==> src/hdl/srichk_pkg.sv <==
// ----------------------------------------------------------------------------
// srichk_pkg
// Shared types, constants and the byte-wide CRC-32 step for the stored
// record integrity checker.
// ----------------------------------------------------------------------------
package srichk_pkg;

  // Header layout, in bytes from the start of the record.
  localparam int unsigned HeaderBytes  = 24;
  localparam int unsigned SchemaPos    = 4;
  localparam int unsigned ReservedPos  = 6;
  localparam int unsigned GenPos       = 8;
  localparam int unsigned LenPos       = 16;
  localparam int unsigned CrcPos       = 20;

  // Magic "DDST" as it lands little-endian, byte 0 in the low bits.
  localparam logic [31:0] Magic        = 32'h5453_4444;

  // Reflected CRC-32, IEEE polynomial.
  localparam logic [31:0] CrcPoly      = 32'hEDB8_8320;
  localparam logic [31:0] CrcPreset    = 32'hFFFF_FFFF;

  // Byte counter width and saturation value.
  localparam int unsigned CountW       = 17;
  localparam logic [CountW-1:0] CountMax = '1;

  // Register reset values.
  localparam logic [15:0] MaxRecordReset = 16'd4096;
  localparam logic [15:0] CurSchemaReset = 16'd2;

  // Configuration register indexes.
  typedef enum logic {
    REG_MAX_RECORD = 1'b0,
    REG_CUR_SCHEMA = 1'b1
  } reg_idx_t;

  // Result status codes.
  typedef enum logic [2:0] {
    STAT_CURRENT_OK = 3'd0,
    STAT_LEGACY_OK  = 3'd1,
    STAT_FUTURE_OK  = 3'd2,
    STAT_BAD_LEN    = 3'd3,
    STAT_BAD_MAGIC  = 3'd4,
    STAT_BAD_HEADER = 3'd5,
    STAT_CRC_BAD    = 3'd6
  } status_t;

  // One byte through the reflected CRC-32, eight shift steps unrolled.
  function automatic logic [31:0] crc32_byte(input logic [31:0] crc, input logic [7:0] b);
    logic [31:0] c;
    c = crc ^ {24'd0, b};
    for (int k = 0; k < 8; k++) begin
      c = c[0] ? ((c >> 1) ^ CrcPoly) : (c >> 1);
    end
    return c;
  endfunction

endpackage

==> src/hdl/storage_record_integrity_check_core.sv <==
// ----------------------------------------------------------------------------
// storage_record_integrity_check_core
// Checks one stored record per frame: header fields, length and CRC-32.
// ----------------------------------------------------------------------------
// The block takes one record byte per word on the slave side, with tlast on
// the final byte, and gives one result word per record on the master side.
// It accepts a byte in every cycle. A byte goes through an input register,
// where the header capture and both byte-wide CRC-32 updates happen. On the
// final byte the status is decided from the finished record and goes
// straight into the output register, and the next record may start right
// behind it. The input stalls only when a final byte sits in the input
// register and the output word ahead of it is not taken. Configuration is
// written through cfg_we/cfg_index/cfg_data; the user must write it only
// while idle, as the block itself does not enforce this.
// ----------------------------------------------------------------------------
module storage_record_integrity_check_core
  import srichk_pkg::*;
(
  input  logic         clk,
  input  logic         rst,
  // Configuration write port.
  input  logic         cfg_we,
  input  logic         cfg_index,
  input  logic [15:0]  cfg_data,
  // Record bytes.
  input  logic         s_tvalid,
  output logic         s_tready,
  input  logic [7:0]   s_tdata,   // [7:0] data_byte
  input  logic         s_tlast,   // last_byte
  // Results.
  output logic         m_tvalid,
  input  logic         m_tready,
  output logic [103:0] m_tdata    // [2:0] status, [66:3] generation,
                                  // [82:67] schema_version,
                                  // [98:83] payload_length, [103:99] zero
);

  localparam int unsigned LenW = CountW + 1;

  // Configuration registers.
  logic [15:0] max_record_bytes;
  logic [15:0] current_schema;

  always_ff @(posedge clk) begin
    if (rst) begin
      max_record_bytes <= MaxRecordReset;
      current_schema   <= CurSchemaReset;
    end else if (cfg_we) begin
      case (reg_idx_t'(cfg_index))
        REG_MAX_RECORD: max_record_bytes <= cfg_data;
        REG_CUR_SCHEMA: current_schema   <= cfg_data;
        default: ;
      endcase
    end
  end

  // Stage handshakes.
  logic       in_valid;
  logic [7:0] in_byte;
  logic       in_last;
  logic       out_ok;
  logic       in_adv;

  assign out_ok   = !m_tvalid || m_tready;
  assign in_adv   = in_valid && (!in_last || out_ok);
  assign s_tready = !in_valid || in_adv;

  // Input register.
  always_ff @(posedge clk) begin
    if (rst) begin
      in_valid <= 1'b0;
    end else begin
      in_valid <= (s_tvalid && s_tready) || (in_valid && !in_adv);
    end
    if (s_tvalid && s_tready) begin
      in_byte <= s_tdata;
      in_last <= s_tlast;
    end
  end

  // Record accumulators.
  logic [CountW-1:0] byte_count;
  logic              magic_ok;
  logic [31:0]       header_payload_crc;
  logic [31:0]       payload_only_crc;
  logic [15:0]       schema_field;
  logic [15:0]       reserved_field;
  logic [63:0]       generation_field;
  logic [31:0]       length_field;
  logic [31:0]       stored_crc_field;

  logic              magic_ok_next;
  logic [31:0]       header_payload_crc_next;
  logic [31:0]       payload_only_crc_next;
  logic [15:0]       schema_field_next;
  logic [15:0]       reserved_field_next;
  logic [63:0]       generation_field_next;
  logic [31:0]       length_field_next;
  logic [31:0]       stored_crc_field_next;
  logic              in_payload;
  logic              in_protected;

  // Header capture and CRC update for the byte in the input register.
  always_comb begin
    magic_ok_next           = magic_ok;
    schema_field_next       = schema_field;
    reserved_field_next     = reserved_field;
    generation_field_next   = generation_field;
    length_field_next       = length_field;
    stored_crc_field_next   = stored_crc_field;
    in_payload   = byte_count >= CountW'(HeaderBytes);
    in_protected = (byte_count >= CountW'(SchemaPos)) && (byte_count < CountW'(CrcPos));

    if (byte_count < CountW'(SchemaPos)) begin
      if (in_byte != Magic[8*byte_count[1:0] +: 8]) magic_ok_next = 1'b0;
    end else if (byte_count < CountW'(ReservedPos)) begin
      schema_field_next[8*byte_count[0] +: 8] = in_byte;
    end else if (byte_count < CountW'(GenPos)) begin
      reserved_field_next[8*byte_count[0] +: 8] = in_byte;
    end else if (byte_count < CountW'(LenPos)) begin
      generation_field_next[8*byte_count[2:0] +: 8] = in_byte;
    end else if (byte_count < CountW'(CrcPos)) begin
      length_field_next[8*byte_count[1:0] +: 8] = in_byte;
    end else if (byte_count < CountW'(HeaderBytes)) begin
      stored_crc_field_next[8*byte_count[1:0] +: 8] = in_byte;
    end

    header_payload_crc_next = (in_protected || in_payload) ?
                              crc32_byte(header_payload_crc, in_byte) : header_payload_crc;
    payload_only_crc_next   = in_payload ?
                              crc32_byte(payload_only_crc, in_byte) : payload_only_crc;
  end

  always_ff @(posedge clk) begin
    if (rst || (in_adv && in_last)) begin
      byte_count         <= '0;
      magic_ok           <= 1'b1;
      header_payload_crc <= CrcPreset;
      payload_only_crc   <= CrcPreset;
      schema_field       <= '0;
      reserved_field     <= '0;
      generation_field   <= '0;
      length_field       <= '0;
      stored_crc_field   <= '0;
    end else if (in_adv) begin
      if (byte_count != CountMax) byte_count <= byte_count + 1'b1;
      magic_ok           <= magic_ok_next;
      header_payload_crc <= header_payload_crc_next;
      payload_only_crc   <= payload_only_crc_next;
      schema_field       <= schema_field_next;
      reserved_field     <= reserved_field_next;
      generation_field   <= generation_field_next;
      length_field       <= length_field_next;
      stored_crc_field   <= stored_crc_field_next;
    end
  end

  // Status decision on the final byte, first failing check wins.
  logic [LenW-1:0] rec_len;
  logic            len_short;
  logic [LenW-1:0] payload;
  logic            hp_match;
  logic            po_match;
  status_t         status_next;
  logic [15:0]     payload_out;
  logic [63:0]     gen_out;

  always_comb begin
    rec_len   = {1'b0, byte_count} + 1'b1;
    len_short = rec_len < LenW'(HeaderBytes);
    payload   = len_short ? '0 : rec_len - LenW'(HeaderBytes);
    hp_match  = ~header_payload_crc_next == stored_crc_field_next;
    po_match  = ~payload_only_crc_next == stored_crc_field_next;

    if (len_short || (rec_len > {{(LenW-16){1'b0}}, max_record_bytes})) begin
      status_next = STAT_BAD_LEN;
    end else if (!magic_ok_next) begin
      status_next = STAT_BAD_MAGIC;
    end else if ((reserved_field_next != '0) || (generation_field_next == '0) ||
                 (length_field_next != {{(32-LenW){1'b0}}, payload})) begin
      status_next = STAT_BAD_HEADER;
    end else if (schema_field_next == 16'd1) begin
      status_next = po_match ? STAT_LEGACY_OK : STAT_CRC_BAD;
    end else if (schema_field_next == current_schema) begin
      status_next = hp_match ? STAT_CURRENT_OK : STAT_CRC_BAD;
    end else if (schema_field_next > current_schema) begin
      status_next = hp_match ? STAT_FUTURE_OK : STAT_CRC_BAD;
    end else begin
      status_next = STAT_BAD_HEADER;
    end

    payload_out = (payload[LenW-1:16] != '0) ? 16'hFFFF : payload[15:0];
    gen_out     = len_short ? '0 : generation_field_next;
  end

  // Output register.
  status_t     status;
  logic [63:0] generation;
  logic [15:0] schema_version;
  logic [15:0] payload_length;

  always_ff @(posedge clk) begin
    if (rst) begin
      m_tvalid <= 1'b0;
    end else if (out_ok) begin
      m_tvalid <= in_valid && in_last;
    end
    if (in_adv && in_last) begin
      status         <= status_next;
      generation     <= gen_out;
      schema_version <= schema_field_next;
      payload_length <= payload_out;
    end
  end

  assign m_tdata = {5'd0, payload_length, schema_version, generation, status};

  // A new result only ever comes out of a final byte.
  a_result_from_last: assert property (@(posedge clk) disable iff (rst)
    (out_ok && !(in_valid && in_last)) |=> !m_tvalid)
    else $error("result word appeared with no final byte behind it");

  // The input only stalls behind a final byte that cannot move on.
  a_stall_cause: assert property (@(posedge clk) disable iff (rst)
    !s_tready |-> (in_valid && in_last && !out_ok))
    else $error("input stalled with room downstream");

  // A passing record always carries a nonzero generation.
  a_ok_has_gen: assert property (@(posedge clk) disable iff (rst)
    (m_tvalid && (status == STAT_CURRENT_OK || status == STAT_LEGACY_OK ||
                  status == STAT_FUTURE_OK)) |-> (generation != '0))
    else $error("passing record reported with zero generation");

  // A closed record leaves the accumulators at their start values.
  a_record_cleared: assert property (@(posedge clk) disable iff (rst)
    (in_adv && in_last) |=> (byte_count == '0 && magic_ok))
    else $error("record state not cleared after final byte");

endmodule

==> config.mk <==
export PLATFORM = sky130hd
export DESIGN_NAME = storage_record_integrity_check_core
export DESIGN_NICKNAME = d
export VERILOG_FILES = /design/src/hdl/srichk_pkg.sv /design/src/hdl/storage_record_integrity_check_core.sv
export SDC_FILE = /design/constraint.sdc
export NUM_CORES = 1
export LEC_CHECK = 0
export BUFFER_PORTS_ARGS = -buffer_cell sky130_fd_sc_hd__buf_2
export CAP_MARGIN = 20
export CORE_MARGIN = 1.5
export CORE_UTILIZATION = 42
export DETAILED_ROUTE_END_ITERATION = 6
export SYNTH_ARGS = -nofsm -noshare
export SYNTH_HDL_FRONTEND = slang
export SYNTH_SLANG_ARGS = --single-unit
==> constraint.sdc <==
create_clock -name clk -period 9.7 [get_ports clk]
set_input_delay 1.94 -clock clk [delete_from_list [all_inputs] [get_ports clk]]
set_output_delay 1.94 -clock clk [all_outputs]
set_load 0.05 [all_outputs]
---- Yosys cells after proc, flatten, opt, wreduce, memory -nomap -nowiden ----
Index checks and enable logic that the tools add are counted.
word-level totals
  register bits ........................... 384
  output and inout bits ................... 106
cells by class
  mux-type cells .......................... 54
  bitwise operators ....................... 21
  add/sub/neg operators ................... 6
  reductions and logical operators ........ 25
  equal/unequal tests ..................... 7
  shift-type cells ........................ 7
  $lt $le $gt $ge ......................... 11
operator list
  kind                     number
  $mux 32                  29
  $mux 64                  4
  $not 13->14              16
  $mux 16                  5
  $bwmux 32                2
  $bwmux 64                1
  $eq 32x32->1             2
  $logic_not 64->1         1
  $not 32->32              2
  $shift 8x34->64 const A  1
  $shiftx 8x34->64         1
  $xor 32x8->32            2
  $lt 17x5->1 const B      3
  $lt 17x3->1 const B      2
  $neg 4->34               1
  $neg 5->34               1
  $neg 6->34               1
  $shift 8x34->16 const A  1
  $shift 8x34->32 const A  1
  $shiftx 8x34->16         1
  $shiftx 8x34->32         1
  $bwmux 16                2
  $ne 32x18->1             1
  $shiftx 32x6->8 const A  1
  other kinds (23)         49

---- Longest topological paths before layout ----
  depth in word-level cells ............... 26
  mapped depth ............................ 19
  gate-level depth less buffers ........... 16

---- Worst setup path after synthesis ----
No wires, ideal clock.
  path type ............................... input port to flip-flop
  start point ............................. in m_tready
  end point ............................... reg generation_field[17]
  path slack .............................. 2.004 ns
  arrival time ............................ 7.569 ns
  path buffers ............................ 3
  cell stages on the path ................. 7
  path through ............................ nor2b_1 -> nor2_1 -> or2_2 -> clkbuf_1 -> clkbuf_1 -> clkbuf_1 -> nor2_1
on the way
  longest elaborated chain between the ends .. 5
RTL lines
  item                   line                                        text
  start, declared        storage_record_integrity_check_core.sv:32   input logic m_tready,
  $logic_or 1x1->1 (*)   storage_record_integrity_check_core.sv:64   assign out_ok = !m_tvalid || m_tready;
  $logic_or 1x1->1 (*)   storage_record_integrity_check_core.sv:65   assign in_adv = in_valid && (!in_last || out_ok);
  $logic_and 1x1->1 (*)  storage_record_integrity_check_core.sv:65
  $logic_and 1x1->1      storage_record_integrity_check_core.sv:135  if (rst || (in_adv && in_last)) begin
  $logic_or 1x1->1       storage_record_integrity_check_core.sv:135
  end signal, assigned   storage_record_integrity_check_core.sv:152  generation_field <= generation_field_next;
  end, declared          storage_record_integrity_check_core.sv:88   logic [63:0] generation_field;
Every way passes the cells marked *; elsewhere a longest branch is shown, timed or not.
A chain may end at the register's enable or synchronous reset.

---- Final worst setup path ----
  start point ............................. reg byte_count[0]
  end point ............................... reg status[2], data pin
RTL lines
  item                                                 line                                                                                    text
  start, declared                                      storage_record_integrity_check_core.sv:82                                               logic [CountW-1:0] byte_count;
  start signal, assigned                               storage_record_integrity_check_core.sv:146                                              if (byte_count != CountMax) byte_count <= byte_count + 1'b1;
  $add 17x1->18 (*)                                    storage_record_integrity_check_core.sv:169                                              rec_len = {1'b0, byte_count} + 1'b1;
  net rec_len[16]                                      storage_record_integrity_check_core.sv:159                                              logic [LenW-1:0] rec_len;
  $sub 18x5->18 / $lt 18x5->1 (equally long branches)  storage_record_integrity_check_core.sv:171, storage_record_integrity_check_core.sv:170
  $mux 18                                              storage_record_integrity_check_core.sv:171                                              payload = len_short ? '0 : rec_len - LenW'(HeaderBytes);
  $ne 32x18->1                                         storage_record_integrity_check_core.sv:180                                              (length_field_next != {{(32-LenW){1'b0}}, payload})) begin
  $logic_or 1x1->1                                     storage_record_integrity_check_core.sv:179                                              end else if ((reserved_field_next != '0) || (generation_field_next == '0) ||
  $mux 3                                               storage_record_integrity_check_core.sv:179
  $mux 3                                               storage_record_integrity_check_core.sv:177                                              end else if (!magic_ok_next) begin
  end signal, assigned                                 storage_record_integrity_check_core.sv:209                                              status <= status_next;
  end, declared                                        storage_record_integrity_check_core.sv:197                                              status_t status;
The timed path passes the listed nets; every way through them passes the cells marked *.

==> metrics <==
TritonCTS clock tree built; synth warn 0; placed cell areas 23200 um2; register share of total power 0.423; vias in the first global route approximately 18000; CP Data Required Time 10.04 ns; GRT Util Overall 0.250; busiest layer in global routing met2; Worst-Margin Slew 1.13 ns; Post-Synth XOR/XNOR Area 0.119; Worst-path clk slew 0.06 ns; Syn Std Cell Area 22100 um2; Routed WL 68600 um; max cap viols 0; Die Ht approximately 230 um; CTS sink cnt between 300 and 400; mux share of post-synthesis cell area 0.0663; Fill cells ~5000; peak fanout along the critical path 41; Sw Share 0.275; Cell Int Power 2920 uW; DR pass1 iterations 6; initial core utilization 0.428; cell with the most instances after synthesis nand2_1; CP startpoint kind register; Yosys top cell area share 0.250; pin count of the biggest net entering global routing a little over 100; Final Hold Viols 0; Synth Area in Adders 0.0232; Psw 1110 uW; unrepaired setup endpoints after global routing false; Post-Synth Simple-Gate Area 0.227; internal reg-to-reg setup slack 4.29 ns; Post-DP HPWL a little under 50000 um; total power per unit cell area 163 nW/um2; top_reg_cell synth dfxtp_1; # hold bufs at CTS 0; synth unique cells 84; async set-reset flop share out of synthesis 0; Area growth syn-to-layout 11.9%; grt met2 use 0.398; Hold Path Class reg -> reg; Final nets 2673; status completed; Storage cell area 8770 um2; worst hold slack between 0.4 and 0.5 ns; max_slew headroom 0.246; area of the multi-input gates 12400 um2; synth top area cells dfxtp_1 (25%), edfxtp_1 (15%), nand2_1 (6.5%); Synth top cells by count nand2_1 (382), nor2_1 (302), dfxtp_1 (276); die area 54000 um2; Hold Path Sink length_field[27]$_SDFFE_PP0P_; CTS buffer count 43; min-delay src length_field[27]$_SDFFE_PP0P_; Static Leak around 0.009 uW; Synth Instances 2564; antenna cells 0; met1 GRT Util 0.343; power share of the clock group 0.441; period utilization 0.557; Final setup viols 0; Critical R2R Capture status[2]$_SDFFCE_PP0P_; compound-cell area share of the yosys netlist 0.123; cts repair resizes 0; largest family of logic cells by synthesized area simple AND/OR/NAND/NOR gates; worst hold stages 2; arrival time at the worst endpoint about 5.8 ns; Vias 19000; Ports 137; starting DRC count in detailed routing 1605; H-Tree Depth 2; final slew viol count 0; R2R depth 13; FF-to-FF Start byte_count[0]$_SDFFE_PP0P_; Root Driver clkbuf_16; design area between 20000 and 25000 um2; Syn Area/Cell 8.63 um2; initial antenna violation count 1; number of flops mapped to enable cells by yosys 108; Yosys reg bits 384; global-route wire length before repair 105000 um; setup_tns 0 ns; Final Wtd Congestion 0.917; total congestion overflow 0; Synth area leader dfxtp_1; Longest Clk Path Bufs 3; fin crit period about 5.4 ns; Routed Antenna Nets 0; critical path type reg -> reg; Core ar. ~52000 um2; placed cells 3235; DRC Markers 0; Peak VDD IR 0.133 mV; setup bufs post-CTS 0; layout cells sized above 1 0.123; drt via density 5.71; Comb power frac 0.136; CP endpoint kind register; insertion delay to the later sink of the worst-skew pair 0.61 ns; fmax 0.185 GHz; Site Rows between 80 and 90; Die Wd about 230 um; routed len/inst 20.7 um; number of port buffers 131; Clock Skew about 0.030 ns; M3 GR Usage 0.0335; post-synthesis sequential area ratio 0.396; non-filler instance count after layout 3316
-- state kept, by name, summed over array words and instances (netlist names), 8 cells and up --
| register | flops |
|---|---|
| generation | 64 |
| generation_field | 64 |
| header_payload_crc | 32 |
| length_field | 32 |
| payload_only_crc | 32 |
| stored_crc_field | 32 |
| byte_count | 17 |
| current_schema | 16 |
| max_record_bytes | 16 |
| payload_length | 16 |
| reserved_field | 16 |
| schema_field | 16 |
| schema_version | 16 |
| in_byte | 8 |
-- layout by cell type (no fill, tap or decap), types with 6 or more instances in the layout --
cell type	instances
a21o_1	15
mux2i_1	116
nor2b_1	18
a211oi_1	54
a21oi_1	180
clkinv_2	9
nor4_2	16
xnor3_1	17
nand2b_1	20
nor3_1	82
and2_1	24
xor2_1	73
nand4_1	34
nor2_1	300
o21a_1	12
nand2_1	381
or2_2	6
a211o_1	7
mux2_2	27
a31oi_1	11
bufinv_16	7
nand3_1	66
or3_1	13
buf_2	131
xnor2_2	10
and3_1	14
o21ai_0	54
nor4_1	26
clkbuf_16	45
inv_1	54
nand4b_1	8
ha_1	41
xnor2_1	161
dfxtp_1	276
nor3b_1	7
o211ai_1	51
buf_4	37
edfxtp_1	108
or4_1	13
-- kinds of logic after synthesis --
family,Yosys count
AO/OA/AOI/OAI,434
XOR/XNOR,263
adder cells (fa/ha/maj),41
buffers and inverters,235
flip-flops,384
multiplexers,143
other,1
AND/OR/NAND/NOR,1063
-- area by class of cell --
type                    count  area share
inverters                  54     0.00819
repair buffers            169      0.0383
multi-input cells        1949       0.502
flip-flops and latches    384       0.354
well taps                 680      0.0344
clock buffers              51      0.0472
clock inverters            29      0.0151
-- power groups by stage --
| stage | registers [uW] | clock network (uW) | logic [uW] |
|---|---|---|---|
| 6_report | 1710 | 1780 | 547 |
| 5_1_grt | 1710 | 1870 | 588 |
| 4_1_cts | 1710 | 1810 | 542 |
| 3_5_place_dp | 1740 | 0 | 539 |
| 3_3_place_gp | 1740 | 0 | 534 |
| 2_1_floorplan | 1790 | 0 | 352 |
-- worst max-delay path, stage by stage, from the launching register on --
cell	delay, ns
dfxtp_1	0.33
buf_4	0.39
ha_1	0.38
nand3_1	0.43
nor2_1	0.38
and3_1	0.21
ha_1	0.29
nor3_1	0.32
nand4_1	0.77
or4_1	0.76
a222oi_1	0.33
and3_1	0.23
nand3_1	0.11
o21a_1	0.20
-- worst max path at each step --
| stage | start | endpoint | slack (ns) | cells after the start |
|---|---|---|---|---|
| after global placement | byte_count[0]$_SDFFE_PP0P_ | status[2]$_SDFFCE_PP0P_ | 4.59 | 15 |
| final | byte_count[0]$_SDFFE_PP0P_ | status[2]$_SDFFCE_PP0P_ | 4.29 | 13 |
| after floorplan | m_tready | generation_field[17]$_SDFFE_PP0P_ | 2.00 | 7 |
| after CTS | byte_count[0]$_SDFFE_PP0P_ | status[2]$_SDFFCE_PP0P_ | 4.42 | 15 |
| after global routing | byte_count[0]$_SDFFE_PP0P_ | status[2]$_SDFFCE_PP0P_ | 3.99 | 12 |
| after detailed placement | byte_count[0]$_SDFFE_PP0P_ | status[2]$_SDFFCE_PP0P_ | 4.46 | 15 |
-- stage by stage --
step                      utilization  power (uW)  setup slack [ns]
final                           0.479        4030              4.29
after global routing            0.479        4170              3.99
after global placement          0.448        2270              4.59
after floorplan                     -        2140              2.00
after CTS                       0.478        4060              4.42
after detailed placement        0.448        2280              4.46
-- per-layer routing --
metal  vias up  wire, um
li1       9024         -
met3       137      5110
met2       748     31500
met5         -         0
met4         0      2230
met1      9041     29800
(Power assumes the default switching activity.)
